$ cat src/sv/triangle_zbuffer_pixel_test_top_defines.svh
// Assertion macros shared by the triangle z-buffer pixel test block.
// Depends on nothing; included by the modules that carry assertions.
`ifndef TRIANGLE_ZBUFFER_PIXEL_TEST_TOP_DEFINES_SVH
`define TRIANGLE_ZBUFFER_PIXEL_TEST_TOP_DEFINES_SVH

// Check that the consequent holds in the same cycle as the antecedent.
`define TZB_ASSERT_SAME(label, clk, rst, ante, cons, msg) \
   label: assert property (@(posedge clk) disable iff (rst) (ante) |-> (cons)) \
      else $error(msg);

// Check that the consequent holds in the cycle after the antecedent.
`define TZB_ASSERT_NEXT(label, clk, rst, ante, cons, msg) \
   label: assert property (@(posedge clk) disable iff (rst) (ante) |=> (cons)) \
      else $error(msg);

`endif

$ cat src/sv/tzb_pkg.sv
// Shared widths, item layout and state encodings of the triangle z-buffer pixel test.
// Used by every module of the block; depends on nothing.
package tzb_pkg;

   localparam int COORD_W = 12;
   localparam int Z_W     = 8;
   localparam int COLOR_W = 32;
   localparam int PIX_W   = 8;
   localparam int DIFF_W  = COORD_W + 1;
   // doubled signed areas stay below 2^25 in magnitude
   localparam int AREA_W  = 27;
   localparam int ACC_W   = 36;
   // weighted depth sum is below 256 times the area
   localparam int NUM_W   = 34;
   localparam int TERM_W  = 2;
   localparam int CNT_W   = $clog2(Z_W);

   localparam int REQ_DATA_W = 144;
   localparam int RSP_DATA_W = 56;

   localparam int TZB_SCREEN_WIDTH  = 256;
   localparam int TZB_SCREEN_HEIGHT = 256;
   localparam int TZB_DEPTH         = TZB_SCREEN_WIDTH * TZB_SCREEN_HEIGHT;

   localparam logic [TERM_W-1:0] TERM_FIRST = 2'd0;
   localparam logic [TERM_W-1:0] TERM_MID   = 2'd1;
   localparam logic [TERM_W-1:0] TERM_LAST  = 2'd2;

   // One input word, last declared field (vert_a_x) in the lowest bits.
   typedef struct packed {
      logic        [PIX_W-1:0]   pixel_y;
      logic        [PIX_W-1:0]   pixel_x;
      logic        [COLOR_W-1:0] fill_color;
      logic        [Z_W-1:0]     vert_c_z;
      logic signed [COORD_W-1:0] vert_c_y;
      logic signed [COORD_W-1:0] vert_c_x;
      logic        [Z_W-1:0]     vert_b_z;
      logic signed [COORD_W-1:0] vert_b_y;
      logic signed [COORD_W-1:0] vert_b_x;
      logic        [Z_W-1:0]     vert_a_z;
      logic signed [COORD_W-1:0] vert_a_y;
      logic signed [COORD_W-1:0] vert_a_x;
   } tzb_item_type;

   typedef enum logic [2:0] {
      GP_IDLE,
      GP_TOTAL,
      GP_DA,
      GP_DB,
      GP_NORM,
      GP_NUM,
      GP_DONE
   } geom_phase_type;

   typedef enum logic [2:0] {
      ST_CLEAR,
      ST_IDLE,
      ST_GEOM,
      ST_DIV,
      ST_OUT
   } tzb_state_type;

endpackage

$ cat src/sv/tzb_geom.sv
// Area and weighted-depth sequencer: one shared multiply-accumulate unit.
// Depends on tzb_pkg.
module tzb_geom
   import tzb_pkg::*;
(
   input  logic                     clock,
   input  logic                     reset,
   input  logic                     start,
   input  tzb_item_type             item,
   output logic                     done,
   output logic                     covered,
   output logic [AREA_W-2:0]        total,
   output logic [NUM_W-1:0]         num
);

   geom_phase_type phase_ff, phase_in;
   logic [TERM_W-1:0] term_ff, term_in;

   logic signed [ACC_W-1:0]  acc_ff;
   logic signed [AREA_W-1:0] total_ff, da_ff, db_ff, dc_ff;
   logic [NUM_W-1:0]         num_ff;
   logic                     covered_ff;

   logic signed [COORD_W-1:0] pix_x, pix_y;
   logic signed [COORD_W-1:0] p_x, p_y, q_x, q_y, r_x, r_y, m_x;
   logic signed [DIFF_W-1:0]  diff;
   logic [Z_W-1:0]            z_sel;
   logic signed [AREA_W-1:0]  area_sel;
   logic signed [AREA_W-1:0]  mul_a;
   logic signed [DIFF_W-1:0]  mul_b;
   logic signed [AREA_W+DIFF_W-1:0] prod;
   logic signed [ACC_W-1:0]   acc_sum;
   logic                      is_mac;
   logic                      neg;
   logic signed [AREA_W-1:0]  n_total, n_da, n_db, n_dc;

   assign pix_x = $signed({{(COORD_W-PIX_W){1'b0}}, item.pixel_x});
   assign pix_y = $signed({{(COORD_W-PIX_W){1'b0}}, item.pixel_y});

   // Pick the vertices of the current area and the term's operands
   always_comb begin
      p_x = item.vert_a_x;
      p_y = item.vert_a_y;
      q_x = item.vert_b_x;
      q_y = item.vert_b_y;
      r_x = item.vert_c_x;
      r_y = item.vert_c_y;
      if (phase_ff == GP_DA) begin
         p_x = pix_x;
         p_y = pix_y;
      end
      if (phase_ff == GP_DB) begin
         q_x = pix_x;
         q_y = pix_y;
      end
      case (term_ff)
         TERM_FIRST: begin
            m_x   = r_x;
            diff  = $signed({q_y[COORD_W-1], q_y}) - $signed({p_y[COORD_W-1], p_y});
            z_sel = item.vert_a_z;
            area_sel = da_ff;
         end
         TERM_MID: begin
            m_x   = q_x;
            diff  = $signed({p_y[COORD_W-1], p_y}) - $signed({r_y[COORD_W-1], r_y});
            z_sel = item.vert_b_z;
            area_sel = db_ff;
         end
         TERM_LAST: begin
            m_x   = p_x;
            diff  = $signed({r_y[COORD_W-1], r_y}) - $signed({q_y[COORD_W-1], q_y});
            z_sel = item.vert_c_z;
            area_sel = dc_ff;
         end
         default: begin
            m_x   = '0;
            diff  = '0;
            z_sel = '0;
            area_sel = '0;
         end
      endcase
      if (phase_ff == GP_NUM) begin
         mul_a = area_sel;
         mul_b = $signed({{(DIFF_W-Z_W){1'b0}}, z_sel});
      end else begin
         mul_a = $signed({{(AREA_W-COORD_W){m_x[COORD_W-1]}}, m_x});
         mul_b = diff;
      end
   end

   // Multiply and accumulate, restarting on the first term
   assign prod    = mul_a * mul_b;
   assign acc_sum = ((term_ff == TERM_FIRST) ? ACC_W'(0) : acc_ff) + $signed(prod[ACC_W-1:0]);

   // Orient the areas so the total is not negative; the third area follows from the sum
   assign neg     = total_ff[AREA_W-1];
   assign n_total = neg ? -total_ff : total_ff;
   assign n_da    = neg ? -da_ff : da_ff;
   assign n_db    = neg ? -db_ff : db_ff;
   assign n_dc    = n_total - n_da - n_db;

   // Sequence the phases
   always_comb begin
      phase_in = phase_ff;
      is_mac   = 1'b0;
      case (phase_ff)
         GP_IDLE:  if (start) phase_in = GP_TOTAL;
         GP_TOTAL: begin
            is_mac = 1'b1;
            if (term_ff == TERM_LAST) phase_in = GP_DA;
         end
         GP_DA: begin
            is_mac = 1'b1;
            if (term_ff == TERM_LAST) phase_in = GP_DB;
         end
         GP_DB: begin
            is_mac = 1'b1;
            if (term_ff == TERM_LAST) phase_in = GP_NORM;
         end
         GP_NORM:  phase_in = GP_NUM;
         GP_NUM: begin
            is_mac = 1'b1;
            if (term_ff == TERM_LAST) phase_in = GP_DONE;
         end
         GP_DONE:  phase_in = GP_IDLE;
         default:  phase_in = GP_IDLE;
      endcase
      term_in = (is_mac && term_ff != TERM_LAST) ? term_ff + 1'b1 : TERM_FIRST;
   end

   always_ff @(posedge clock) begin
      if (reset) begin
         phase_ff <= GP_IDLE;
         term_ff  <= TERM_FIRST;
      end else begin
         phase_ff <= phase_in;
         term_ff  <= term_in;
      end
   end

   // Capture each area and the depth sum at the end of its phase
   always_ff @(posedge clock) begin
      acc_ff <= acc_sum;
      case (phase_ff)
         GP_TOTAL: if (term_ff == TERM_LAST) total_ff <= acc_sum[AREA_W-1:0];
         GP_DA:    if (term_ff == TERM_LAST) da_ff <= acc_sum[AREA_W-1:0];
         GP_DB:    if (term_ff == TERM_LAST) db_ff <= acc_sum[AREA_W-1:0];
         GP_NORM: begin
            total_ff   <= n_total;
            da_ff      <= n_da;
            db_ff      <= n_db;
            dc_ff      <= n_dc;
            covered_ff <= (total_ff != '0) && !n_da[AREA_W-1] && !n_db[AREA_W-1]
                          && !n_dc[AREA_W-1];
         end
         GP_NUM:   if (term_ff == TERM_LAST) num_ff <= acc_sum[NUM_W-1:0];
         default: ;
      endcase
   end

   assign done    = (phase_ff == GP_DONE);
   assign covered = covered_ff;
   assign total   = total_ff[AREA_W-2:0];
   assign num     = num_ff;

endmodule

$ cat config.mk
export PLATFORM = sky130hd
export DESIGN_NAME = tzb_geom
export DESIGN_NICKNAME = d
export VERILOG_FILES = /design/src/sv/triangle_zbuffer_pixel_test_top_defines.svh /design/src/sv/tzb_pkg.sv /design/src/sv/tzb_geom.sv
export SDC_FILE = /design/constraint.sdc
export NUM_CORES = 1
export LEC_CHECK = 0
export ABC_AREA = 1
export BUFFER_PORTS_ARGS = -buffer_cell sky130_fd_sc_hd__buf_2
export CAP_MARGIN = 25
export CORE_UTILIZATION = 55
export CTS_CLUSTER_SIZE = 16
export DETAILED_ROUTE_END_ITERATION = 16
export PLACE_DENSITY = 0.76
export SETUP_SLACK_MARGIN = 0.4
export SKIP_CTS_REPAIR_TIMING = 1
export SLEW_MARGIN = 0
export SYNTH_ARGS = -nofsm -noshare
export SYNTH_HDL_FRONTEND = slang
export SYNTH_SLANG_ARGS = --single-unit
$ cat constraint.sdc
create_clock -name clock -period 10.2 [get_ports clock]
set_input_delay 0.51 -clock clock [delete_from_list [all_inputs] [get_ports clock]]
set_output_delay 0.51 -clock clock [all_outputs]
set_load 0.03 [all_outputs]
## Word-level counts from Yosys, hierarchy flattened

Cells that the tools add are included.

| storage, ports and cells | value |
|---|---|
| flip-flop bits (word level) | 184 |
| logic and storage cells | 80 |
| input port bits | 147 |

| cells by class | value |
|---|---|
| bitwise logic cells | 1 |
| add/subtract/negate cells | 10 |
| multipliers | 1 |
| multiplexer cells | 25 |
| reductions and logical operators | 20 |
| equality and inequality tests | 14 |

Operators with widths:

| operator | count |
|---|---|
| 27-bit case mux with 2 select lines | 3 |
| 27-bit two-way mux | 5 |
| 27-bit negator | 3 |
| 27-bit case mux with 3 select lines | 1 |
| 27-bit subtractor | 2 |
| 12-bit two-way mux | 4 |
| 13-bit case mux with 3 select lines | 1 |
| 12-bit by 12-bit subtractor with 13-bit output | 3 |
| 36-bit adder | 1 |
| 27-bit by 13-bit multiplier with 36-bit output | 1 |
| 36-bit two-way mux | 1 |
| 12-bit case mux with 3 select lines | 1 |
| 27-bit nonzero test | 1 |
| 8-bit case mux with 3 select lines | 1 |
| 3-bit case mux with 6 select lines | 1 |
| 3-bit two-way mux | 5 |
| 13-bit two-way mux | 1 |
| 3-bit == test (second input constant) | 3 |
| 2-bit AND reduction | 4 |
| 3-bit by 2-bit == test with 1-bit output (second input constant) | 2 |
| 2-bit by 1-bit != test with 1-bit output (second input constant) | 3 |
| 2-bit != test (second input constant) | 3 |
| 2-bit nonzero test | 3 |
| 5-bit AND reduction | 1 |
| 12 further kinds | 17 |

## Logic depth before layout (Yosys ltp)

Gate-level depths: netlist (run 1).

| depth | value |
|---|---|
| word-level depth | 9 |
| depth in mapped cells | 48 |
| mapped depth without buffers | 47 |

## Least setup slack after synthesis (run 1)

Ideal clock, no wire load.

| path | value |
|---|---|
| kind | register to register |
| start point | register phase_ff[2] |
| end point | register num_ff[32] (netlist: num[32]), data pin |
| path buffers | 4 |
| cell stages (with the launch flop) | 42 |
| setup slack | 1517 ps |
| setup time | 269 ps |
| period minus slack after synthesis | 8683 ps |
| arrival time | 8414 ps |
| cell sequence | dfxtp_1 > inv_2 > buf_6 > nand3_4 > clkbuf_1 > clkbuf_1 > nand2_1 > o21ai_0 > inv_1 > ha_1 > nand2_1 > nor2_1 > a211oi_1 > inv_1 > nand3_1 > o21bai_1 > xnor2_1 > o2111ai_1 > (+6 left out) > fa_1 > inv_1 > fa_1 > fa_1 > inv_1 > fa_1 > inv_1 > ha_1 > a21oi_1 > a21boi_1 > o21ai_0 > a21boi_0 > o21ai_2 > a21boi_0 > o21bai_1 > a21boi_1 > o21ai_0 > xor2_1 |

| on the way | value |
|---|---|
| cells in the longest elaborated chain, start to end | 7 |
| elaborated cells between the ends (all ways) | 16 |

Ends and longest elaborated chain:

| what | line | RTL |
|---|---|---|
| from (decl) | tzb_geom.sv:16 | `geom_phase_type phase_ff, phase_in;` |
| from (signal assigned) | tzb_geom.sv:136 | `phase_ff <= phase_in;` |
| 3-bit by 2-bit == test with 1-bit output (on tied branches) | tzb_geom.sv:52, tzb_geom.sv:48 |  |
| 12-bit two-way mux (on tied branches) | tzb_geom.sv:52, tzb_geom.sv:48 |  |
| 12-bit by 12-bit subtractor with 13-bit output (on tied branches) | tzb_geom.sv:71, tzb_geom.sv:59, tzb_geom.sv:65 |  |
| 13-bit case mux with 3 select lines | tzb_geom.sv:56 | `case (term_ff)` |
| 13-bit two-way mux | tzb_geom.sv:82 | `if (phase_ff == GP_NUM) begin` |
| 27-bit by 13-bit multiplier with 36-bit output * | tzb_geom.sv:92 | `assign prod = mul_a * mul_b;` |
| 36-bit adder * | tzb_geom.sv:93 | `assign acc_sum = ((term_ff == TERM_FIRST) ? ACC_W'(0) : acc_ff) + $signed(prod[ACC_W-1:0]);` |
| named net acc_sum[32] | tzb_geom.sv:32 | `logic signed [ACC_W-1:0] acc_sum;` |
| to (signal assigned) | tzb_geom.sv:156 | `GP_NUM: if (term_ff == TERM_LAST) num_ff <= acc_sum[NUM_W-1:0];` |
| to (decl) | tzb_geom.sv:21 | `logic [NUM_W-1:0] num_ff;` |

The timed path passes the listed nets; every way through them passes the cells marked *.
A chain may end at the register's enable or synchronous reset.

## Worst setup path after layout (run 1)

| path | value |
|---|---|
| start point | register phase_ff[0] |
| end point | register da_ff[25], data pin |

| on the way | value |
|---|---|
| cells in the longest elaborated chain, start to end | 9 |
| elaborated cells between the ends (all ways) | 19 |

Ends and longest elaborated chain:

| what | line | RTL |
|---|---|---|
| 3-bit by 2-bit == test with 1-bit output (on tied branches) | tzb_geom.sv:52, tzb_geom.sv:48 |  |
| 12-bit two-way mux (on tied branches) | tzb_geom.sv:52, tzb_geom.sv:48 |  |
| 12-bit by 12-bit subtractor with 13-bit output (on tied branches) | tzb_geom.sv:71, tzb_geom.sv:59, tzb_geom.sv:65 |  |
| 13-bit case mux with 3 select lines | tzb_geom.sv:56 |  |
| 13-bit two-way mux | tzb_geom.sv:82 |  |
| 27-bit by 13-bit multiplier with 36-bit output * | tzb_geom.sv:92 |  |
| 36-bit adder * | tzb_geom.sv:93 |  |
| named net acc_sum[25] | tzb_geom.sv:32 |  |
| 27-bit two-way mux * | tzb_geom.sv:146 | `GP_DA: if (term_ff == TERM_LAST) da_ff <= acc_sum[AREA_W-1:0];` |
| 27-bit case mux with 2 select lines * | tzb_geom.sv:144 | `case (phase_ff)` |
| to (signal assigned) | tzb_geom.sv:146 |  |
| to (signal assigned) | tzb_geom.sv:150 | `da_ff <= n_da;` |
| to (decl) | tzb_geom.sv:20 | `logic signed [AREA_W-1:0] total_ff, da_ff, db_ff, dc_ff;` |

The timed path passes the listed nets; every way through them passes the cells marked *. The select of a mux whose other input is x is not followed.

==> metrics.csv, run 1 <==
metric,value,unit
insertion_delay_of_the_later_clocked_pin_in_the_worst_skew_pair,0.47,ns
io_pins,209,
worst-setup-path-type,register to register,
ys_dominant_reg_cell,sky130_fd_sc_hd__edfxtp_1,
share_of_final_layout_standard_cells_stronger_than_drive_strength_1,0.106,
required,10.49,ns
cts_made_buffers,17,
ys_async_rst_share,0,
mean_post_synth_cell_area,8.08,um^2
syn2layout_area_growth,8.61,%
finalCritPeriodShare,0.911,
worstPathMaxFanout,20,
run_status,completed,
grt_start_max_net_pins,68,
vias,21400,
finalNetCount,3873,
dieHeight,215,um
detail_route.vias_per_cell,5.57,
grt_use_total,0.335,
min_period,9.29,ns
worst_setup_path_end_kind,register,
synth_cell_types,59,
area_enclosed_by_the_die_boundary,46400,um^2
setup_viol,0,
grt_first_pass_wirelength,120,mm
rows,77,
slew-limit-headroom,0.298,
core,44600,um^2
antenna_found_initial,2,
max_freq,108,MHz
grt_pass1_vias,22300,
routed_wirelength,74.6,mm
clk_path_buf_depth,2,
hold_viol_final,0,
critical_path.max_stage_delay,0.52,ns
drt_iter0_markers,2058,
critical_path.startpoint_type,register,
ctsRootBufferMaster,sky130_fd_sc_hd__clkbuf_16,
synth.top_cells.by_count,"667 x sky130_fd_sc_hd__nand2_1, 638 x sky130_fd_sc_hd__inv_1, 335 x sky130_fd_sc_hd__fa_1",
synthesized_instance_count,3102,
synth.yosys.seq_area_share,0.203,
yosysTopAreaCellShare,0.268,
tritoncts_num_sinks,182,
synth.cell_area,25100,um^2
worst_path_most_repeated_cell,sky130_fd_sc_hd__inv_1,
yosys_warnings,0,
final.setup.tns,0,ns
dp_hpwl,61.8,mm
yosysMostFrequentCell,sky130_fd_sc_hd__nand2_1,
worst_ep_arrival_time,9.58,ns
gp_congestion,1.01,
synth_edf_count,143,
gr-total-overflow,0,
die_w,215,um
timing.final.max_slew_violations,0,
number_of_maximum_capacitance_constraint_violations,0,
cts.clk_slew.worst_paths,0.08,ns
total_of_flip_flops_plus_latches_after_synthesis,182,
post_drt_wl_per_cell,19.4,um
hold_path_class,primary input to register,
drt_antenna_net_count,0,
synth.area.top_cells,"sky130_fd_sc_hd__fa_1 27%, sky130_fd_sc_hd__edfxtp_1 17%, sky130_fd_sc_hd__nand2_1 10%",
tritoncts_clock_tree,done,
detail_route.first_pass.iterations,6,
worst_hold_slack,0.366,ns
initial_utilization,0.562,
setup_repair_after_global_routing_missed_its_margin,false,
final.setup_skew,0.0206,ns
drt_drc_violations_left,0,
synth.largest_area_cell,sky130_fd_sc_hd__fa_1,
synth.net_count,3738,
worst_path_max_delay_cell,sky130_fd_sc_hd__fa_1,
io_buffers,176,
worst_slew_pin_slew,1.05,ns
htree_num_levels,4,
flip-flops by register name, summed over array words and instances, names as in the netlist:
name / flops
acc_ff: 34
num: 34
da_ff: 27
db_ff: 27
dc_ff: 27
total_ff: 27
phase_ff: 3
term_ff: 2
covered: 1
metal layers:
layer  track usage  wire (um)
met2         0.546      34800
met4         0.135       2990
met1         0.450      30800
met3        0.0483       6010
met5             0         11
critical path: cells and delay by family, from the launching register on:
| family | cells | cell delay (ns) |
|---|---|---|
| adders and majority gates | 9 | 3.74 |
| AOI/OAI and AO/OA | 9 | 2.11 |
| buffers and inverters | 11 | 1.30 |
| and+or+nand+nor | 9 | 1.10 |
| DFF | 1 | 0.47 |
| xor gates and xnor gates | 1 | 0.36 |
path summary, 6_finish.rpt:
kind,startpoint,to,slack (ns),cells after the start
max,phase_ff[0],da_ff[25],0.91,39
max reg2reg,phase_ff[0],da_ff[25],0.91,39
min,reset,phase_ff[2],0.37,4
min reg2reg,term_ff[0],term_ff[0],0.47,1
per-stage QoR:
step / util / std cells / worst slack (ns) / instance area, um^2
after global placement: 0.595 / 3808 / 0.632 / 26500
after floorplan: - / 3102 / 1.52 / 25100
after CTS: 0.609 / 3840 / 0.283 / 27200
final: 0.610 / 3843 / 0.908 / 27200
after global routing: 0.610 / 3843 / 0.392 / 27200
after detailed placement: 0.595 / 3808 / 0.386 / 26500
layout make-up:
| class | count | area [um^2] |
|---|---|---|
| Inverter | 663 | 2490 |
| Clock buffer | 17 | 425 |
| Fill cell | 3829 | 17400 |
| Multi-Input combinational cell | 2156 | 17100 |
| Clock inverter | 15 | 208 |
| Sequential cell | 182 | 5080 |
| Antenna cell | 1 | 2.50 |
| Tap cell | 592 | 741 |
| Timing Repair Buffer | 217 | 1190 |
logic make-up after synthesis:
kind of cell | after synthesis | synth area share
simple gates | 1146 | 0.196
compound gates | 375 | 0.0865
buf+inv | 765 | 0.119
flops | 182 | 0.203
xor+xnor | 145 | 0.0513
fa+ha+maj | 489 | 0.345
cells in the final DEF, fill, tap and decap left out, drive strengths merged, types with 10 or more instances in the layout:
master / count
nand2: 686
inv: 662
fa: 335
nor2: 278
buf: 217
ha: 154
o21ai: 152
edfxtp: 143
a21oi: 133
nand3: 107
xor2: 102
xnor2: 42
dfxtp: 39
nor3: 31
nand4: 28
clkbuf: 17
a31oi: 12
o221ai: 12
clkinv: 11
o211ai: 10
Power of run 1 is not shown: default switching activity piles up to over one toggle a cycle in this logic, so the estimate is an artifact.
==> run 2: changes to the inputs <==
--- a/config.mk
+++ b/config.mk
@@ -11,7 +11,9 @@
 export CORE_UTILIZATION = 55
 export CTS_CLUSTER_SIZE = 16
 export DETAILED_ROUTE_END_ITERATION = 16
+export GPL_TIMING_DRIVEN = 0
 export PLACE_DENSITY = 0.76
+export RECOVER_POWER = 25
 export SETUP_SLACK_MARGIN = 0.4
 export SKIP_CTS_REPAIR_TIMING = 1
 export SLEW_MARGIN = 0
==> metrics.csv, run 2 (synthesized netlist as in run 1, its figures left out) <==
metric,value,unit,change
run_status,completed,,unchanged
syn2layout_area_growth,9.88,%,was 8.61%
antenna_found_initial,0,,was 2
worst-setup-path-type,register to register,,unchanged
r2r_slack,0.57,ns,was 0.91 ns
placement.cell_area,26800,um^2,"was 26,500 um^2"
min_period,9.63,ns,was 9.29 ns
dieHeight,215,um,unchanged
gp_congestion,1.01,,about the same
r2r-start,term_ff[0],,was phase_ff[0]
worst_hold_depth,4,,unchanged
r2r_cells,33,,was 39
antenna_cells,0,,was 1
reg_to_reg_end,num[31],,was da_ff[25]
layout_common_cells,"664 x sky130_fd_sc_hd__nand2_1, 636 x sky130_fd_sc_hd__inv_1, 335 x sky130_fd_sc_hd__fa_1, 265 x sky130_fd_sc_hd__nor2_1, 154 x sky130_fd_sc_hd__ha_1",,"was 666 x sky130_fd_sc_hd__nand2_1, 638 x sky130_fd_sc_hd__inv_1, 335 x sky130_fd_sc_hd__fa_1, 264 x sky130_fd_sc_hd__nor2_1, 176 x sky130_fd_sc_hd__buf_2"
tritoncts_clock_tree,done,,unchanged
io_pins,209,,unchanged
worst_ep_arrival_time,9.91,ns,was 9.58 ns
hold_viol_final,0,,unchanged
max_freq,104,MHz,was 108 MHz
worstPathMaxFanout,10,,was 20
top_delay_family_on_crit_path,adder cells,,unchanged
cts_made_buffers,17,,unchanged
share_of_final_layout_standard_cells_stronger_than_drive_strength_1,0.0957,,was 0.106
slew-limit-headroom,0.0385,,was 0.298
timing.final.max_slew_violations,0,,unchanged
grt_start_max_net_pins,27,,was 68
finalCoreUtilization,0.617,,was 0.610
rows,77,,unchanged
critical_path.max_stage_delay,0.74,ns,was 0.52 ns
grt_pass1_vias,22800,,"was 22,300"
worst_setup_path_end_kind,register,,unchanged
required,10.48,ns,was 10.49 ns
die_w,215,um,unchanged
initial_utilization,0.562,,unchanged
critical_path.endpoint,num[31],,was da_ff[25]
core,44600,um^2,unchanged
setup_repair_after_global_routing_missed_its_margin,false,,unchanged
vias,22200,,"was 21,400"
clk_path_buf_depth,2,,unchanged
setup_viol,0,,unchanged
worst_path_max_delay_cell,sky130_fd_sc_hd__buf_1,,was sky130_fd_sc_hd__fa_1
routed_wirelength,81.1,mm,was 74.6 mm
dp_hpwl,67.8,mm,was 61.8 mm
detail_route.first_pass.iterations,6,,unchanged
drt_drc_violations_left,0,,unchanged
final_cell_area,27500,um^2,"was 27,200 um^2"
drt_antenna_net_count,0,,unchanged
detail_route.vias_per_cell,5.67,,was 5.57
insertion_delay_of_the_later_clocked_pin_in_the_worst_skew_pair,0.46,ns,was 0.47 ns
cp.buffers_inverters,10,,was 11
grt_first_pass_wirelength,126,mm,was 120 mm
ctsRootBufferMaster,sky130_fd_sc_hd__clkbuf_16,,unchanged
final_cells,3914,,"was 3,843"
post_drt_wl_per_cell,20.7,um,was 19.4 um
hold_path_class,primary input to register,,unchanged
io_buffers,176,,unchanged
cts.clk_slew.worst_paths,0.07,ns,was 0.08 ns
critical_path.startpoint_type,register,,unchanged
gr-total-overflow,0,,unchanged
area_enclosed_by_the_die_boundary,46400,um^2,unchanged
final.setup_skew,0.0176,ns,was 0.0206 ns
finalCritPeriodShare,0.944,,was 0.911
number_of_maximum_capacitance_constraint_violations,0,,unchanged
tritoncts_num_sinks,182,,unchanged
crit_path_start,term_ff[0],,was phase_ff[0]
final_common_cell,sky130_fd_sc_hd__nand2_1,,unchanged
dpl.cell_count,3875,,"was 3,808"
grt_use_total,0.357,,was 0.335
drt_iter0_markers,2257,,"was 2,058"
worst_slew_pin_slew,1.44,ns,was 1.05 ns
finalNetCount,3945,,"was 3,873"
htree_num_levels,4,,unchanged
path_depth,33,,was 39
## run 2: worst min path at each step
stage,startpoint,end,slack (ns)
5_1_grt,reset,phase_ff[2],0.36
2_1_floorplan,term_ff[0],term_ff[0],0.43
3_5_place_dp,term_ff[0],term_ff[0],0.47
3_3_place_gp,term_ff[0],term_ff[0],0.44
4_1_cts,reset,phase_ff[2],0.35
6_report,reset,phase_ff[2],0.37
## run 2: metal layers
metal	routed length (um)	global-route usage
met5	0	0
met2	37900	0.588
met4	3980	0.165
met1	32500	0.462
met3	6740	0.0607
## run 2: cell type report
class,count,area (um^2)
inverters,663,2490
well taps,592,741
plain buffers,102,544
repair buffers,188,943
flip-flops and latches,182,5080
fillers,3910,17100
multi-input cells,2155,17100
clock buffers,21,440
clock inverters,11,149
## run 2: through the flow
stage	hold WS, ns	setup TNS [ns]	setup WS [ns]
3_3_place_gp	0.444	-3.59	-0.353
6_report	0.372	0	0.568
3_5_place_dp	0.473	-9.24	-0.586
4_1_cts	0.347	-14.56	-0.725
2_1_floorplan	0.433	0	1.52
5_1_grt	0.363	0	0.364
## run 2: worst min-delay path: stages
cell                      delay (ns)
sky130_fd_sc_hd__buf_2          0.11
sky130_fd_sc_hd__nor2_1         0.06
sky130_fd_sc_hd__o21ai_0        0.07
sky130_fd_sc_hd__inv_1          0.05
Power of run 2 is left out for the same reason.
