--- src/sv/triangle_zbuffer_pixel_test_top_defines.svh ---
// Assertion macros shared by the triangle z-buffer pixel test block.
// Depends on nothing; included by the modules that carry assertions.
`ifndef TRIANGLE_ZBUFFER_PIXEL_TEST_TOP_DEFINES_SVH
`define TRIANGLE_ZBUFFER_PIXEL_TEST_TOP_DEFINES_SVH

// Check that the consequent holds in the same cycle as the antecedent.
`define TZB_ASSERT_SAME(label, clk, rst, ante, cons, msg) \
   label: assert property (@(posedge clk) disable iff (rst) (ante) |-> (cons)) \
      else $error(msg);

// Check that the consequent holds in the cycle after the antecedent.
`define TZB_ASSERT_NEXT(label, clk, rst, ante, cons, msg) \
   label: assert property (@(posedge clk) disable iff (rst) (ante) |=> (cons)) \
      else $error(msg);

`endif

--- src/sv/tzb_pkg.sv ---
// Shared widths, item layout and state encodings of the triangle z-buffer pixel test.
// Used by every module of the block; depends on nothing.
package tzb_pkg;

   localparam int COORD_W = 12;
   localparam int Z_W     = 8;
   localparam int COLOR_W = 32;
   localparam int PIX_W   = 8;
   localparam int DIFF_W  = COORD_W + 1;
   // doubled signed areas stay below 2^25 in magnitude
   localparam int AREA_W  = 27;
   localparam int ACC_W   = 36;
   // weighted depth sum is below 256 times the area
   localparam int NUM_W   = 34;
   localparam int TERM_W  = 2;
   localparam int CNT_W   = $clog2(Z_W);

   localparam int REQ_DATA_W = 144;
   localparam int RSP_DATA_W = 56;

   localparam int TZB_SCREEN_WIDTH  = 256;
   localparam int TZB_SCREEN_HEIGHT = 256;
   localparam int TZB_DEPTH         = TZB_SCREEN_WIDTH * TZB_SCREEN_HEIGHT;

   localparam logic [TERM_W-1:0] TERM_FIRST = 2'd0;
   localparam logic [TERM_W-1:0] TERM_MID   = 2'd1;
   localparam logic [TERM_W-1:0] TERM_LAST  = 2'd2;

   // One input word, last declared field (vert_a_x) in the lowest bits.
   typedef struct packed {
      logic        [PIX_W-1:0]   pixel_y;
      logic        [PIX_W-1:0]   pixel_x;
      logic        [COLOR_W-1:0] fill_color;
      logic        [Z_W-1:0]     vert_c_z;
      logic signed [COORD_W-1:0] vert_c_y;
      logic signed [COORD_W-1:0] vert_c_x;
      logic        [Z_W-1:0]     vert_b_z;
      logic signed [COORD_W-1:0] vert_b_y;
      logic signed [COORD_W-1:0] vert_b_x;
      logic        [Z_W-1:0]     vert_a_z;
      logic signed [COORD_W-1:0] vert_a_y;
      logic signed [COORD_W-1:0] vert_a_x;
   } tzb_item_type;

   typedef enum logic [2:0] {
      GP_IDLE,
      GP_TOTAL,
      GP_DA,
      GP_DB,
      GP_NORM,
      GP_NUM,
      GP_DONE
   } geom_phase_type;

   typedef enum logic [2:0] {
      ST_CLEAR,
      ST_IDLE,
      ST_GEOM,
      ST_DIV,
      ST_OUT
   } tzb_state_type;

endpackage

--- src/sv/tzb_div.sv ---
// Restoring divider for the depth quotient, one quotient bit per cycle.
// Depends on tzb_pkg and the block's assertion macros.
`include "triangle_zbuffer_pixel_test_top_defines.svh"

module tzb_div
   import tzb_pkg::*;
(
   input  logic              clock,
   input  logic              reset,
   input  logic              start,
   input  logic [NUM_W-1:0]  num,
   input  logic [AREA_W-2:0] den,
   output logic              done,
   output logic [Z_W-1:0]    quo
);

   logic             busy_ff;
   logic             done_ff;
   logic [CNT_W-1:0] cnt_ff;
   logic [NUM_W-1:0] rem_ff;
   logic [NUM_W-1:0] sub_ff;
   logic [Z_W-1:0]   quo_ff;
   logic             fits;

   assign fits = (rem_ff >= sub_ff);

   // Track the busy window and the bit count
   always_ff @(posedge clock) begin
      if (reset) begin
         busy_ff <= 1'b0;
         done_ff <= 1'b0;
         cnt_ff  <= '0;
      end else begin
         done_ff <= busy_ff && (cnt_ff == '0);
         if (start) begin
            busy_ff <= 1'b1;
            cnt_ff  <= CNT_W'(Z_W - 1);
         end else if (busy_ff) begin
            if (cnt_ff == '0) busy_ff <= 1'b0;
            cnt_ff <= cnt_ff - 1'b1;
         end
      end
   end

   // Subtract the shifted divisor where it fits, most significant bit first
   always_ff @(posedge clock) begin
      if (start) begin
         rem_ff <= num;
         sub_ff <= NUM_W'(den) << (Z_W - 1);
         quo_ff <= '0;
      end else if (busy_ff) begin
         if (fits) rem_ff <= rem_ff - sub_ff;
         sub_ff <= sub_ff >> 1;
         quo_ff <= {quo_ff[Z_W-2:0], fits};
      end
   end

   assign done = done_ff;
   assign quo  = quo_ff;

   `TZB_ASSERT_SAME(a_div_start_idle, clock, reset, start, !busy_ff, "divider started while busy")

endmodule

--- config.mk ---
export PLATFORM = sky130hd
export DESIGN_NAME = tzb_div
export DESIGN_NICKNAME = d
export VERILOG_FILES = /design/src/sv/tzb_pkg.sv /design/src/sv/tzb_div.sv
export VERILOG_INCLUDE_DIRS = /design/src /design/src/sv
export SDC_FILE = /design/constraint.sdc
export NUM_CORES = 1
export LEC_CHECK = 0
export BUFFER_PORTS_ARGS = -buffer_cell sky130_fd_sc_hd__buf_2
export CAP_MARGIN = 40
export CORE_MARGIN = 4
export CORE_UTILIZATION = 53
export CTS_CLUSTER_DIAMETER = 50
export DETAILED_ROUTE_END_ITERATION = 8
export GPL_TIMING_DRIVEN = 0
export HOLD_SLACK_MARGIN = 0.06
export PLACE_DENSITY = 0.77
export SKIP_CTS_REPAIR_TIMING = 1
export SLEW_MARGIN = 10
export SYNTH_ARGS = -nofsm -noshare
export SYNTH_HDL_FRONTEND = slang
export SYNTH_SLANG_ARGS = --single-unit
--- constraint.sdc ---
create_clock -name clock -period 3.2 [get_ports clock]
set_input_delay 0.64 -clock clock [delete_from_list [all_inputs] [get_ports clock]]
set_output_delay 0.64 -clock clock [all_outputs]
set_load 0.01 [all_outputs]
# Word-level counts from Yosys, hierarchy flattened
# Cells that the tools add are included.
# op_classes
add_sub_neg	2
n_mux	10
magnitude_cmp	1
n_reduce_logical	5
# op_table
op	count
$mux 34	3
$mux 33	2
$ge 34x33->1	1
$sub 34x33->34	1
$mux 3	2
$reduce_bool 2->1	2
$logic_not 3->1	1
$mux 1	3
$sub 3x1->3 const B	1
$reduce_and 2->1	1
$logic_and 1x1->1	1
# word_totals
input_bits	63
register_bits	80
word_cells	25
out_inout_bits	9

# Depth between registers and ports, before layout
# Gate-level depths: netlist of the first run.
# logic_depth
depth_word	4
ltp_mapped	10
mapped_depth_nobuf	10

# Worst setup path after synthesis of the first run
# OpenSTA, ideal clock, no wires.
# synth_path
path_kind	reg-to-reg
start	register rem_ff[11]
end	register rem_ff[0], enable pin
arrival_ns	2.526
path_buffers	0
t_required_ns	2.709
stages_incl_launch_ff	9
synth_period_minus_slack_ns	3.017
path_slack_ns	0.183
setup_ns	0.491
cell_sequence	edfxtp_1 > ha_1 > a21o_1 > a21o_1 > a221o_1 > o211ai_1 > nand2_1 > o221ai_1 > nand2_1
# synth_via
elab_chain_cells	3
# synth_lines
item	line_no	source
start: declaration	tzb_div.sv:20	logic [NUM_W-1:0] rem_ff;
start signal: assignment	tzb_div.sv:48	rem_ff <= num;
start signal: assignment	tzb_div.sv:52	if (fits) rem_ff <= rem_ff - sub_ff;
$ge 34x33->1	tzb_div.sv:25	assign fits = (rem_ff >= sub_ff);
$reduce_bool 2->1 (no line)	-	
$reduce_and 2->1 (no line)	-	
# Every way passes these cells.
# A chain may end at the register's enable or synchronous reset.

# Worst setup path in the final report of the first run
# layout_path
start	register rem_ff[11]
end	register rem_ff[22], enable pin
# The elaborated chain is that of the path after synthesis.

==> metrics.log, run 1 <==
[metrics] number of port buffers: 70
[metrics] register area: 2200 um2
[metrics] leading cell type in the layout, fill and taps excluded: sky130_fd_sc_hd__nand2_1
[metrics] Setup Skew: 0.0123 ns
[metrics] crit path capture: rem_ff[22]
[metrics] H-tree level count: 3
[metrics] Util after Layout: 61.8%
[metrics] shortest clock period the worst path allows after layout: 2.94 ns
[metrics] startpoint type of the worst setup path: register
[metrics] root buffer cell: sky130_fd_sc_hd__clkbuf_8
[metrics] hold violation total from the final report: 0
[metrics] post-detail-place hpwl: 10,400 um
[metrics] number of standard cells after synthesis: 601
[metrics] slack of the worst reg-to-reg path: 0.26 ns
[metrics] number of enable flip-flop cells after synthesis: 60
[metrics] final slew viol count: 0
[metrics] average via count per standard cell: between 5 and 6
[metrics] number of storage elements in the synthesis netlist: 80
[metrics] final weighted congestion in routability-driven placement: 0.907
[metrics] reg-to-reg endpoint: rem_ff[22]
[metrics] detailed-route DRC error count: 0
[metrics] total chip power: 0.00405 W
[metrics] average instance area after synthesis: about 8.8 um2
[metrics] Detailed Route WL: ~14,000 um
[metrics] share of the synthesized area in the top cell type: 34.0%
[metrics] fraction of synthesis flops using an asynchronous set or reset pin: 0%
[metrics] classification of the worst setup path: register to register
[metrics] FF-to-FF Start: rem_ff[11]
[metrics] Die Area: 11,700 um2
[metrics] number of vias in the routed layout: 4,671
[metrics] number of nets in the synthesized netlist: 700
[metrics] clock-pin slew of the registers on the worst-case setup and hold paths: 0.08 ns
[metrics] pwr dens: 672 nW/um2
[metrics] Core Area: 9770 um2
[metrics] count of yosys warnings during synthesis: 0
[metrics] share of cells above drive strength 1: 15.2%
[metrics] netlist area before placement: ~5300 um2
[metrics] largest net degree at the start of global routing: 27
[metrics] WHS: 0.472 ns
[metrics] worst-margin pin slew: 0.727 ns
[metrics] area growth from synthesis to layout: 13.9%
[metrics] nets: 783
[metrics] most frequently used flop master after synthesis: sky130_fd_sc_hd__edfxtp_1
[metrics] effective utilization at floorplan: 54.2%
[metrics] P_leak: 2.53 nW
[metrics] fmax: 0.341 GHz
[metrics] die height: ~110 um
[metrics] total congestion overflow after global routing: 0
[metrics] path category of the worst min-delay check: input pin to register
[metrics] run status: finished, final reports clean
[metrics] cell type with the highest aggregate area in the netlist: sky130_fd_sc_hd__edfxtp_1
[metrics] Fillers: 895
[metrics] clock tree from TritonCTS: done
[metrics] footprint of the multi-input gates: about 2800 um2
[metrics] Clock Latency Late Sink: 0.38 ns
[metrics] number of rows in the core area: 36
[metrics] number of cells after detailed placement: 805
[metrics] final critical-path share of the clock period: 91.7%
[metrics] RSZ-0062 raised after global routing: false
[metrics] most frequent cells in the layout: sky130_fd_sc_hd__nand2_1, sky130_fd_sc_hd__buf_2, sky130_fd_sc_hd__edfxtp_1, sky130_fd_sc_hd__o21ai_0, sky130_fd_sc_hd__a21oi_1
[metrics] max capacitance violation total: 0
[metrics] data required time of the critical path: 3.33 ns
[metrics] part of the Yosys area used for sequential elements: about two fifths
[metrics] maximum VDD drop: 0.528 mV
[metrics] detailed-router iteration count before antenna repair: 5
[metrics] data arrival time at the worst-slack endpoint: 3.07 ns
[metrics] number of clock sinks: 80
[metrics] top fanout value on the critical path: 9
[metrics] Die X: 108 um
[metrics] average detailed-routed wire length per instance: approximately 16 um
[metrics] count of unique library cells instantiated by Yosys: 57
[metrics] most area-consuming cells after synthesis: sky130_fd_sc_hd__edfxtp_1, sky130_fd_sc_hd__ha_1, sky130_fd_sc_hd__dfxtp_1
[metrics] filler-free cell count of the finished design: 822
[metrics] worst r2r path cells: 9
[metrics] GRT Resource Usage Total: 24.0%
[metrics] initial drt markers: 341
[metrics] antenna violations before repair: 0
[metrics] endpoint kind of the worst setup timing path: register
[metrics] tightest slew margin relative to the limit: 51.6%
[metrics] critical path startpoint: rem_ff[11]
[metrics] I/O Pins: 72
[metrics] remaining antenna violation count: 0
[metrics] deepest clock path buffer count: 2
[metrics] Num CTS Buffers: 9
[metrics] number of global-route vias before repair: ~4,600
[metrics] final setup vio count: 0
[metrics] number of diodes added for antenna fixing: 0
[metrics] first-pass GRT wire length: 21,900 um
-- report_power, final --
part           total, W  leakage, nW  switching [W]  internal [W]
registers       0.00143        0.777      0.0000724       0.00136
clock network  0.000691       0.0927       0.000404      0.000287
logic           0.00193         1.67        0.00117      0.000767
-- sequential cells by signal, summed over array words and instances (netlist names) --
register / count
busy_ff: 1
cnt_ff: 3
done: 1
quo: 8
rem_ff: 34
sub_ff: 33
-- critical path: stages (launching register included) --
cell,delay (ns)
sky130_fd_sc_hd__edfxtp_1,0.39
sky130_fd_sc_hd__ha_1,0.41
sky130_fd_sc_hd__a21o_1,0.24
sky130_fd_sc_hd__a21o_1,0.18
sky130_fd_sc_hd__a221o_1,0.31
sky130_fd_sc_hd__o211ai_1,0.35
sky130_fd_sc_hd__nand2_1,0.20
sky130_fd_sc_hd__o221ai_2,0.27
sky130_fd_sc_hd__nand2_4,0.12
sky130_fd_sc_hd__buf_4,0.22
-- kinds of logic (layout without fill, tap and decap cells) --
group,Yosys count,count (layout),share of synthesized area [%]
buf+inv,77,165,5.55
compound gates,187,187,22.2
xor+xnor,25,25,4.13
simple gates,181,181,15.1
flops,80,80,41.5
fa+ha+maj,36,36,8.64
mux,15,15,2.86
-- cell type report --
class	instances	area share (%)
multi-input cells	444	46.7
flip-flops and latches	80	36.5
repair buffers	73	6.51
inverters	45	2.80
well taps	133	2.76
clock buffers	10	2.11
plain buffers	31	2.01
clock inverters	6	0.663
-- Yosys cell counts (all sizes together) (2+ instances only) --
master and n:
o2111ai 3, inv 45, a31o 2, nor2 43, nand4 11, dfxtp 20
nor3b 2, a211oi 3, buf 6, nor2b 4, o21bai 6, a21oi 52
nand3 2, a221oi 2, nor4 3, mux2i 14, xor2 11, clkbuf 26
and3 2, o211ai 3, edfxtp 60, a22o 12, o31ai 6, xnor2 14
o21a 6, ha 35, or3 2, o221ai 2, a21boi 2, a21o 16
o31a 2, or2 4, nand2 92, nand2b 4, nor3 7, a311oi 2
a31oi 3, o21ai 59
-- stage by stage --
stage	area, um2	setup WS (ns)	setup TNS (ns)
6_report	6040	0.265	0
3_3_place_gp	5820	-0.680	-23.05
5_1_grt	6040	0.102	0
4_1_cts	6010	-0.0670	-1.42
2_1_floorplan	5300	0.183	0
3_5_place_dp	5850	-0.0463	-0.977
-- routing by layer --
layer	routed length (um)	GRT usage [%]	vias up
met5	0	0	-
met4	448	10.7	0
met3	810	6.33	34
met2	6120	37.9	148
met1	6170	30.9	2168
li1	-	-	2321
-- worst min-delay path by stage --
stage                         start        end  cells after the start
after detailed placement     quo[0]     quo[0]                      2
final                         reset  cnt_ff[0]                      2
after global placement       quo[7]     quo[7]                      2
after floorplan           sub_ff[0]  sub_ff[0]                      2
after CTS                     reset  cnt_ff[1]                      2
after global routing          reset  cnt_ff[1]                      2
Power figures use the tool's default switching activity.
==> run 2: changes to the inputs <==
CORE_ASPECT_RATIO = 0.9   (was unset)
==> run 2 against run 1 <==
- die area hardly changed
- critical path type unchanged
- worst hold slack improved by 0.022 ns
- largest power group unchanged
- critical endpoint is now rem_ff[20]
- cell count down 0.85%
==> metrics.log, run 2 (synthesis gave the netlist of run 1 again) <==
[metrics] run status: finished, final reports clean
[metrics] final slew viol count: 0 (unchanged)
[metrics] final setup vio count: 0 (unchanged)
[metrics] number of port buffers: 70 (unchanged)
[metrics] Util after Layout: 62.3% (+0.57 points)
[metrics] RSZ-0062 raised after global routing: false
[metrics] final weighted congestion in routability-driven placement: 0.959 (+5.7%)
[metrics] average detailed-routed wire length per instance: 17.3 um (+5.1%)
[metrics] Die X: 113 um (+5.0%)
[metrics] worst setup slack before clock tree synthesis: 0.0413 ns (+0.0877 ns)
[metrics] GRT Resource Usage Total: 25.3% (+1.3 points)
[metrics] I/O Pins: 72 (unchanged)
[metrics] die height: 103 um (-4.7%)
[metrics] Setup Skew: 0.0128 ns (+0.000471 ns)
[metrics] deepest clock path buffer count: 2 (unchanged)
[metrics] pwr dens: 691 nW/um2 (+2.9%)
[metrics] number of vias in the routed layout: 4,837 (+3.6%)
[metrics] leading cell type in the layout, fill and taps excluded: sky130_fd_sc_hd__nand2_1
[metrics] max capacitance violation total: 0 (unchanged)
[metrics] number of clock sinks: 80 (unchanged)
[metrics] final critical-path share of the clock period: 90.9% (-0.87 points)
[metrics] number of rows in the core area: 34 (-5.6%)
[metrics] total congestion overflow after global routing: 0 (unchanged)
[metrics] Detailed Route WL: 14,100 um (+4.2%)
[metrics] remaining antenna violation count: 0 (unchanged)
[metrics] sequential share of power: 34.4% (-0.9 points)
[metrics] detailed-router iteration count before antenna repair: 7 (+2)
[metrics] hold violation total from the final report: 0 (unchanged)
[metrics] most frequent cells in the layout: sky130_fd_sc_hd__nand2_1, sky130_fd_sc_hd__buf_2, sky130_fd_sc_hd__edfxtp_1, sky130_fd_sc_hd__o21ai_0, sky130_fd_sc_hd__a21oi_1
[metrics] effective utilization at floorplan: 54.6% (+0.42 points)
[metrics] classification of the worst setup path: register to register
[metrics] Die Area: 11,700 um2 (about the same)
[metrics] area growth from synthesis to layout: 14.1%
[metrics] worst-margin pin slew: 0.699 ns (-0.0275 ns)
[metrics] endpoint kind of the worst setup timing path: register
[metrics] largest net degree at the start of global routing: 27 (unchanged)
[metrics] P_leak: 2.54 nW (+0.16%)
[metrics] data arrival time at the worst-slack endpoint: 2.98 ns (-0.09 ns)
[metrics] number of cells after detailed placement: 798 (-0.87%)
[metrics] post-detail-place hpwl: 10,500 um (+1.1%)
[metrics] clock tree from TritonCTS: done
[metrics] Core Area: 9700 um2 (-0.77%)
[metrics] root buffer cell: sky130_fd_sc_hd__clkbuf_8
[metrics] internal power: 0.00249 W (+3.4%)
[metrics] part of the total power dissipated in combinational logic: 47.1% (-0.6 points)
[metrics] H-tree level count: 3 (unchanged)
[metrics] top fanout value on the critical path: 26 (+17)
[metrics] net switching power of the design: 0.00169 W (+2.6%)
[metrics] antenna violations before repair: 0 (unchanged)
[metrics] maximum VDD drop: 0.486 mV (-8.0%)
[metrics] number of global-route vias before repair: 4,766 (+4.0%)
[metrics] Clk network pwr share: 18.5% (+1.5 points)
[metrics] filler-free cell count of the finished design: 815 (-0.85%)
[metrics] shortest clock period the worst path allows after layout: 2.91 ns (-0.0279 ns)
[metrics] share of cells above drive strength 1: 15.1% (-0.15 points)
[metrics] number of diodes added for antenna fixing: 0 (unchanged)
[metrics] Reg with most FFs: rem_ff
[metrics] average via count per standard cell: 5.93 (+4.4%)
[metrics] first-pass GRT wire length: 23,000 um (+5.4%)
[metrics] final worst setup slack: 0.293 ns (+0.0279 ns)
[metrics] initial drt markers: 317 (-7.0%)
[metrics] startpoint type of the worst setup path: register
[metrics] Clock Latency Late Sink: 0.38 ns (about the same)
[metrics] tightest slew margin relative to the limit: 53.4% (+1.8 points)
[metrics] Largest register FFs: 34 (unchanged)
[metrics] path category of the worst min-delay check: input pin to register
[metrics] data required time of the critical path: 3.27 ns (-0.06 ns)
[metrics] switch share: 40.4% (-0.17 points)
[metrics] nets: 783 (unchanged)
[metrics] clock-pin slew of the registers on the worst-case setup and hold paths: 0.09 ns (about the same)
[metrics] Num CTS Buffers: 9 (unchanged)
[metrics] detailed-route DRC error count: 0 (unchanged)
[metrics] fmax: 0.344 GHz (+0.96%)
[run 2: changes by cell type in the layout (fill, tap and decap cells not counted), sizes merged]
cell,previous run,this run
buf,79,78
clkinv,0,1
inv,51,47
clkbuf,35,39
[run 2: layout make-up]
| type | count | area [um2] |
|---|---|---|
| Clock buffer | 13 | 180 |
| Buffer | 32 | 125 |
| Multi-Input combinational cell | 444 | 2810 |
| Clock inverter | 3 | 21.3 |
| Fill cell | 866 | 3650 |
| Tap cell | 126 | 158 |
| Sequential cell | 80 | 2200 |
| Inverter | 45 | 169 |
| Timing Repair Buffer | 72 | 378 |
[run 2: final timing paths]
kind | startpoint | end | slack (ns) | cells past startpoint
worst min-delay path | reset | cnt_ff[2] | 0.49 | 2
worst min register to register | quo[7] | quo[7] | 0.51 | 2
worst max-delay path | rem_ff[0] | rem_ff[20] | 0.29 | 11
worst max register to register | rem_ff[0] | rem_ff[20] | 0.29 | 11
[run 2: worst max-delay path, stage by stage, from the launching register on]
cell	delay [ns]
sky130_fd_sc_hd__edfxtp_1	0.34
sky130_fd_sc_hd__inv_1	0.04
sky130_fd_sc_hd__ha_1	0.21
sky130_fd_sc_hd__fa_1	0.41
sky130_fd_sc_hd__nor2b_1	0.17
sky130_fd_sc_hd__o2111ai_1	0.21
sky130_fd_sc_hd__a21boi_1	0.27
sky130_fd_sc_hd__o211ai_1	0.21
sky130_fd_sc_hd__nand2_1	0.22
sky130_fd_sc_hd__o221ai_2	0.15
sky130_fd_sc_hd__nand2_2	0.15
sky130_fd_sc_hd__buf_12	0.21
[run 2: per-layer routing]
| layer | wire (um) | part of all wire (%) | global-route usage (%) | vias up |
|---|---|---|---|---|
| met4 | 256 | 1.8 | 7.12 | 0 |
| met2 | 6400 | 45 | 40.0 | 194 |
| li1 | - | - | - | 2322 |
| met3 | 1170 | 8.3 | 7.39 | 26 |
| met5 | 0 | 0 | 0 | - |
| met1 | 6280 | 45 | 34.1 | 2295 |
[run 2: power by group through the flow]
stage | registers [W] | logic [W] | clock network, W
after detailed placement | 0.00146 | 0.00189 | 0
final | 0.00144 | 0.00197 | 0.000775
after global routing | 0.00146 | 0.00220 | 0.000823
after floorplan | 0.00143 | 0.00146 | 0
after global placement | 0.00145 | 0.00184 | 0
after CTS | 0.00144 | 0.00192 | 0.000777
[run 2: metrics by stage]
stage	setup TNS [ns]	hold WS, ns	area, um2	power (W)
2_1_floorplan	0	0.465	5300	0.00289
3_3_place_gp	-20.89	0.472	5810	0.00329
3_5_place_dp	0	0.497	5830	0.00335
4_1_cts	0	0.481	6030	0.00413
5_1_grt	0	0.474	6050	0.00448
6_report	0	0.494	6050	0.00418
==> run 3: changes to the inputs <==
--- a/config.mk
+++ b/config.mk
@@ -11,10 +11,10 @@
 export CORE_ASPECT_RATIO = 0.9
 export CORE_MARGIN = 4
-export CORE_UTILIZATION = 53
+export CORE_UTILIZATION = 50
 export CTS_CLUSTER_DIAMETER = 50
 export DETAILED_ROUTE_END_ITERATION = 8
 export GPL_TIMING_DRIVEN = 0
 export HOLD_SLACK_MARGIN = 0.06
-export PLACE_DENSITY = 0.77
+export PLACE_DENSITY = 0.74
 export SKIP_CTS_REPAIR_TIMING = 1
 export SLEW_MARGIN = 10
==> constraint.sdc (replaced) <==
create_clock -name clock -period 3.2 [get_ports clock]
set_input_delay 0 -clock clock [delete_from_list [all_inputs] [get_ports clock]]
set_output_delay 0 -clock clock [all_outputs]
set_load 0.01 [all_outputs]
==> run 3 against run 2 <==
- worst hold slack got worse by 0.43 ns
- first-iteration DRC count rose by 25%
- combinational power rose by 3%
- critical path depth fell by 2
- register-to-register slack got worse by 0.09 ns
- via count rose by 4.6%
- setup slack got worse by 0.086 ns
- clock skew fell by 0.0025 ns
- global-route usage fell by 2.0 points
==> metrics.log, run 3 (synthesis gave the netlist of run 1 again) <==
[metrics] run status: finished, final reports clean
[metrics] hold violation total from the final report: 0 (unchanged)
[metrics] remaining antenna violation count: 0 (unchanged)
[metrics] Core Area: 10,300 um2 (+6.1%)
[metrics] RSZ-0062 raised after global routing: false
[metrics] crit path capture: rem_ff[22]
[metrics] worst r2r path cells: 9 (-2)
[metrics] Largest register FFs: 34 (unchanged)
[metrics] final critical-path share of the clock period: 93.5% (+2.7 points)
[metrics] worst-margin pin slew: 0.768 ns (+0.0691 ns)
[metrics] number of vias in the routed layout: 5,061 (+4.6%)
[metrics] Detailed Route WL: 14,900 um (+5.6%)
[metrics] average via count per standard cell: 5.77 (-2.8%)
[metrics] leading cell type in the layout, fill and taps excluded: sky130_fd_sc_hd__nand2_1
[metrics] tightest slew margin relative to the limit: 48.8% (-4.6 points)
[metrics] worst setup slack before clock tree synthesis: -0.0299 ns (-0.0712 ns)
[metrics] Clk network pwr share: 23.4% (+4.9 points)
[metrics] final slew viol count: 0 (unchanged)
[metrics] Setup Skew: 0.0103 ns (-0.00250 ns)
[metrics] Die Area: 12,300 um2 (+5.5%)
[metrics] data arrival time at the worst-slack endpoint: 3.09 ns (+0.11 ns)
[metrics] total congestion overflow after global routing: 0 (unchanged)
[metrics] number of global-route vias before repair: 4,528 (-5.0%)
[metrics] first-pass GRT wire length: 22,200 um (-3.4%)
[metrics] net switching power of the design: 0.00174 W (+3.3%)
[metrics] largest net degree at the start of global routing: 27 (unchanged)
[metrics] cell area after layout: 6740 um2 (+12%)
[metrics] data required time of the critical path: 3.30 ns (+0.03 ns)
[metrics] critical path startpoint: rem_ff[11]
[metrics] maximum VDD drop: 0.420 mV (-14%)
[metrics] top fanout value on the critical path: 19 (-27%)
[metrics] slack of the worst reg-to-reg path: 0.21 ns (-0.09 ns)
[metrics] antenna violations before repair: 0 (unchanged)
[metrics] Reg with most FFs: rem_ff
[metrics] max capacitance violation total: 0 (unchanged)
[metrics] most frequent cells in the layout: sky130_fd_sc_hd__nand2_1, sky130_fd_sc_hd__buf_2, sky130_fd_sc_hd__edfxtp_1, sky130_fd_sc_hd__o21ai_0, sky130_fd_sc_hd__dlygate4sd3_1
[metrics] final setup vio count: 0 (unchanged)
[metrics] GRT Resource Usage Total: 23.2% (-2.0 points)
[metrics] share of cells above drive strength 1: 14.3% (-0.79 points)
[metrics] fmax: 0.334 GHz (-2.9%)
[metrics] initial drt markers: 396 (+25%)
[metrics] Clock Latency Late Sink: 0.35 ns (-0.03 ns)
[metrics] endpoint kind of the worst setup timing path: register
[metrics] Num CTS Buffers: 9 (unchanged)
[metrics] effective utilization at floorplan: 51.5% (-3.1 points)
[metrics] sequential share of power: 31.8% (-2.6 points)
[metrics] clock-pin slew of the registers on the worst-case setup and hold paths: 0.07 ns (-0.02 ns)
[metrics] number of diodes added for antenna fixing: 0 (unchanged)
[metrics] deepest clock path buffer count: 2 (unchanged)
[metrics] shortest clock period the worst path allows after layout: 2.99 ns (+0.0859 ns)
[metrics] nets: 842 (+7.5%)
[metrics] detailed-route DRC error count: 0 (unchanged)
[metrics] number of clock sinks: 80 (unchanged)
[metrics] clock tree from TritonCTS: done
[metrics] post-detail-place hpwl: 10,600 um (+0.77%)
[metrics] die height: 106 um (+2.7%)
[metrics] average detailed-routed wire length per instance: 17.0 um (-1.9%)
[metrics] internal power: 0.00279 W (+12%)
[metrics] startpoint type of the worst setup path: register
[metrics] path category of the worst min-delay check: input pin to register
[metrics] FF-to-FF Start: rem_ff[11]
[metrics] Die X: 117 um (+2.7%)
[metrics] part of the total power dissipated in combinational logic: 44.8% (-2.3 points)
[metrics] number of rows in the core area: 35 (+2.9%)
[metrics] switch share: 38.5% (-1.9 points)
[metrics] number of port buffers: 70 (unchanged)
[metrics] reg-to-reg endpoint: rem_ff[22]
[metrics] P_leak: 2.84 nW (+12%)
[metrics] I/O Pins: 72 (unchanged)
[metrics] H-tree level count: 3 (unchanged)
[metrics] final worst setup slack: 0.207 ns (-0.0859 ns)
[metrics] detailed-router iteration count before antenna repair: 5 (-2)
[metrics] pwr dens: 672 nW/um2 (-2.8%)
[metrics] Area after DPL: 5840 um2 (+0.19%)
[metrics] area growth from synthesis to layout: 27.2%
[metrics] classification of the worst setup path: register to register
[metrics] root buffer cell: sky130_fd_sc_hd__clkbuf_16
[metrics] final weighted congestion in routability-driven placement: 0.976 (+1.7%)
run 3: stage by stage:
step	total power, W	utilization, %	TNS, ns	std cells	hold WS [ns]
5_1_grt	0.00482	65.5	0	877	0.0644
2_1_floorplan	0.00289	-	0	601	0.0691
3_3_place_gp	0.00329	56.5	-21.07	800	0.227
3_5_place_dp	0.00336	56.8	-0.550	801	0.227
6_report	0.00453	65.5	0	877	0.0644
4_1_cts	0.00444	59.7	-1.11	817	-0.139
run 3: cell type report:
type                    instances  area (um2)
plain buffers                  32         125
clock buffers                   9         225
clock inverters                 7        78.8
fillers                       827        3550
inverters                      45         169
multi-input cells             444        2810
flip-flops and latches         80        2200
well taps                     129         161
repair buffers                131         968
run 3: power groups by stage:
stage          Clock, W  Combinational, W  Sequential [W]
4_1_cts         0.00108           0.00192         0.00144
3_5_place_dp          0           0.00190         0.00146
2_1_floorplan         0           0.00146         0.00143
3_3_place_gp          0           0.00184         0.00145
6_report        0.00106           0.00203         0.00144
5_1_grt         0.00112           0.00224         0.00146
run 3: worst min-delay path by stage:
stage                  from          to  depth (start not counted)
CTS                   reset   cnt_ff[1]                          2
finish              num[33]  rem_ff[33]                          3
global route        num[33]  rem_ff[33]                          3
detailed placement    reset   cnt_ff[1]                          2
floorplan             reset   cnt_ff[0]                          1
global placement      reset   cnt_ff[2]                          2
run 3: routing by layer:
| metal | routed length (um) | part of all wire [%] | track usage (%) | vias up |
|---|---|---|---|---|
| met5 | 0 | 0 | 0 | - |
| met4 | 382 | 2.6 | 6.38 | 0 |
| met3 | 1060 | 7.1 | 4.36 | 35 |
| met2 | 6850 | 46 | 36.6 | 200 |
| met1 | 6600 | 44 | 32.6 | 2377 |
| li1 | - | - | - | 2449 |
run 3: worst max-delay path, stage by stage, from the launching register on:
cell	delay (ns)
sky130_fd_sc_hd__edfxtp_1	0.37
sky130_fd_sc_hd__ha_1	0.39
sky130_fd_sc_hd__a21o_1	0.24
sky130_fd_sc_hd__a21o_1	0.18
sky130_fd_sc_hd__a221o_1	0.33
sky130_fd_sc_hd__o211ai_1	0.31
sky130_fd_sc_hd__nand2_1	0.18
sky130_fd_sc_hd__o221ai_1	0.38
sky130_fd_sc_hd__nand2_4	0.14
sky130_fd_sc_hd__buf_16	0.20
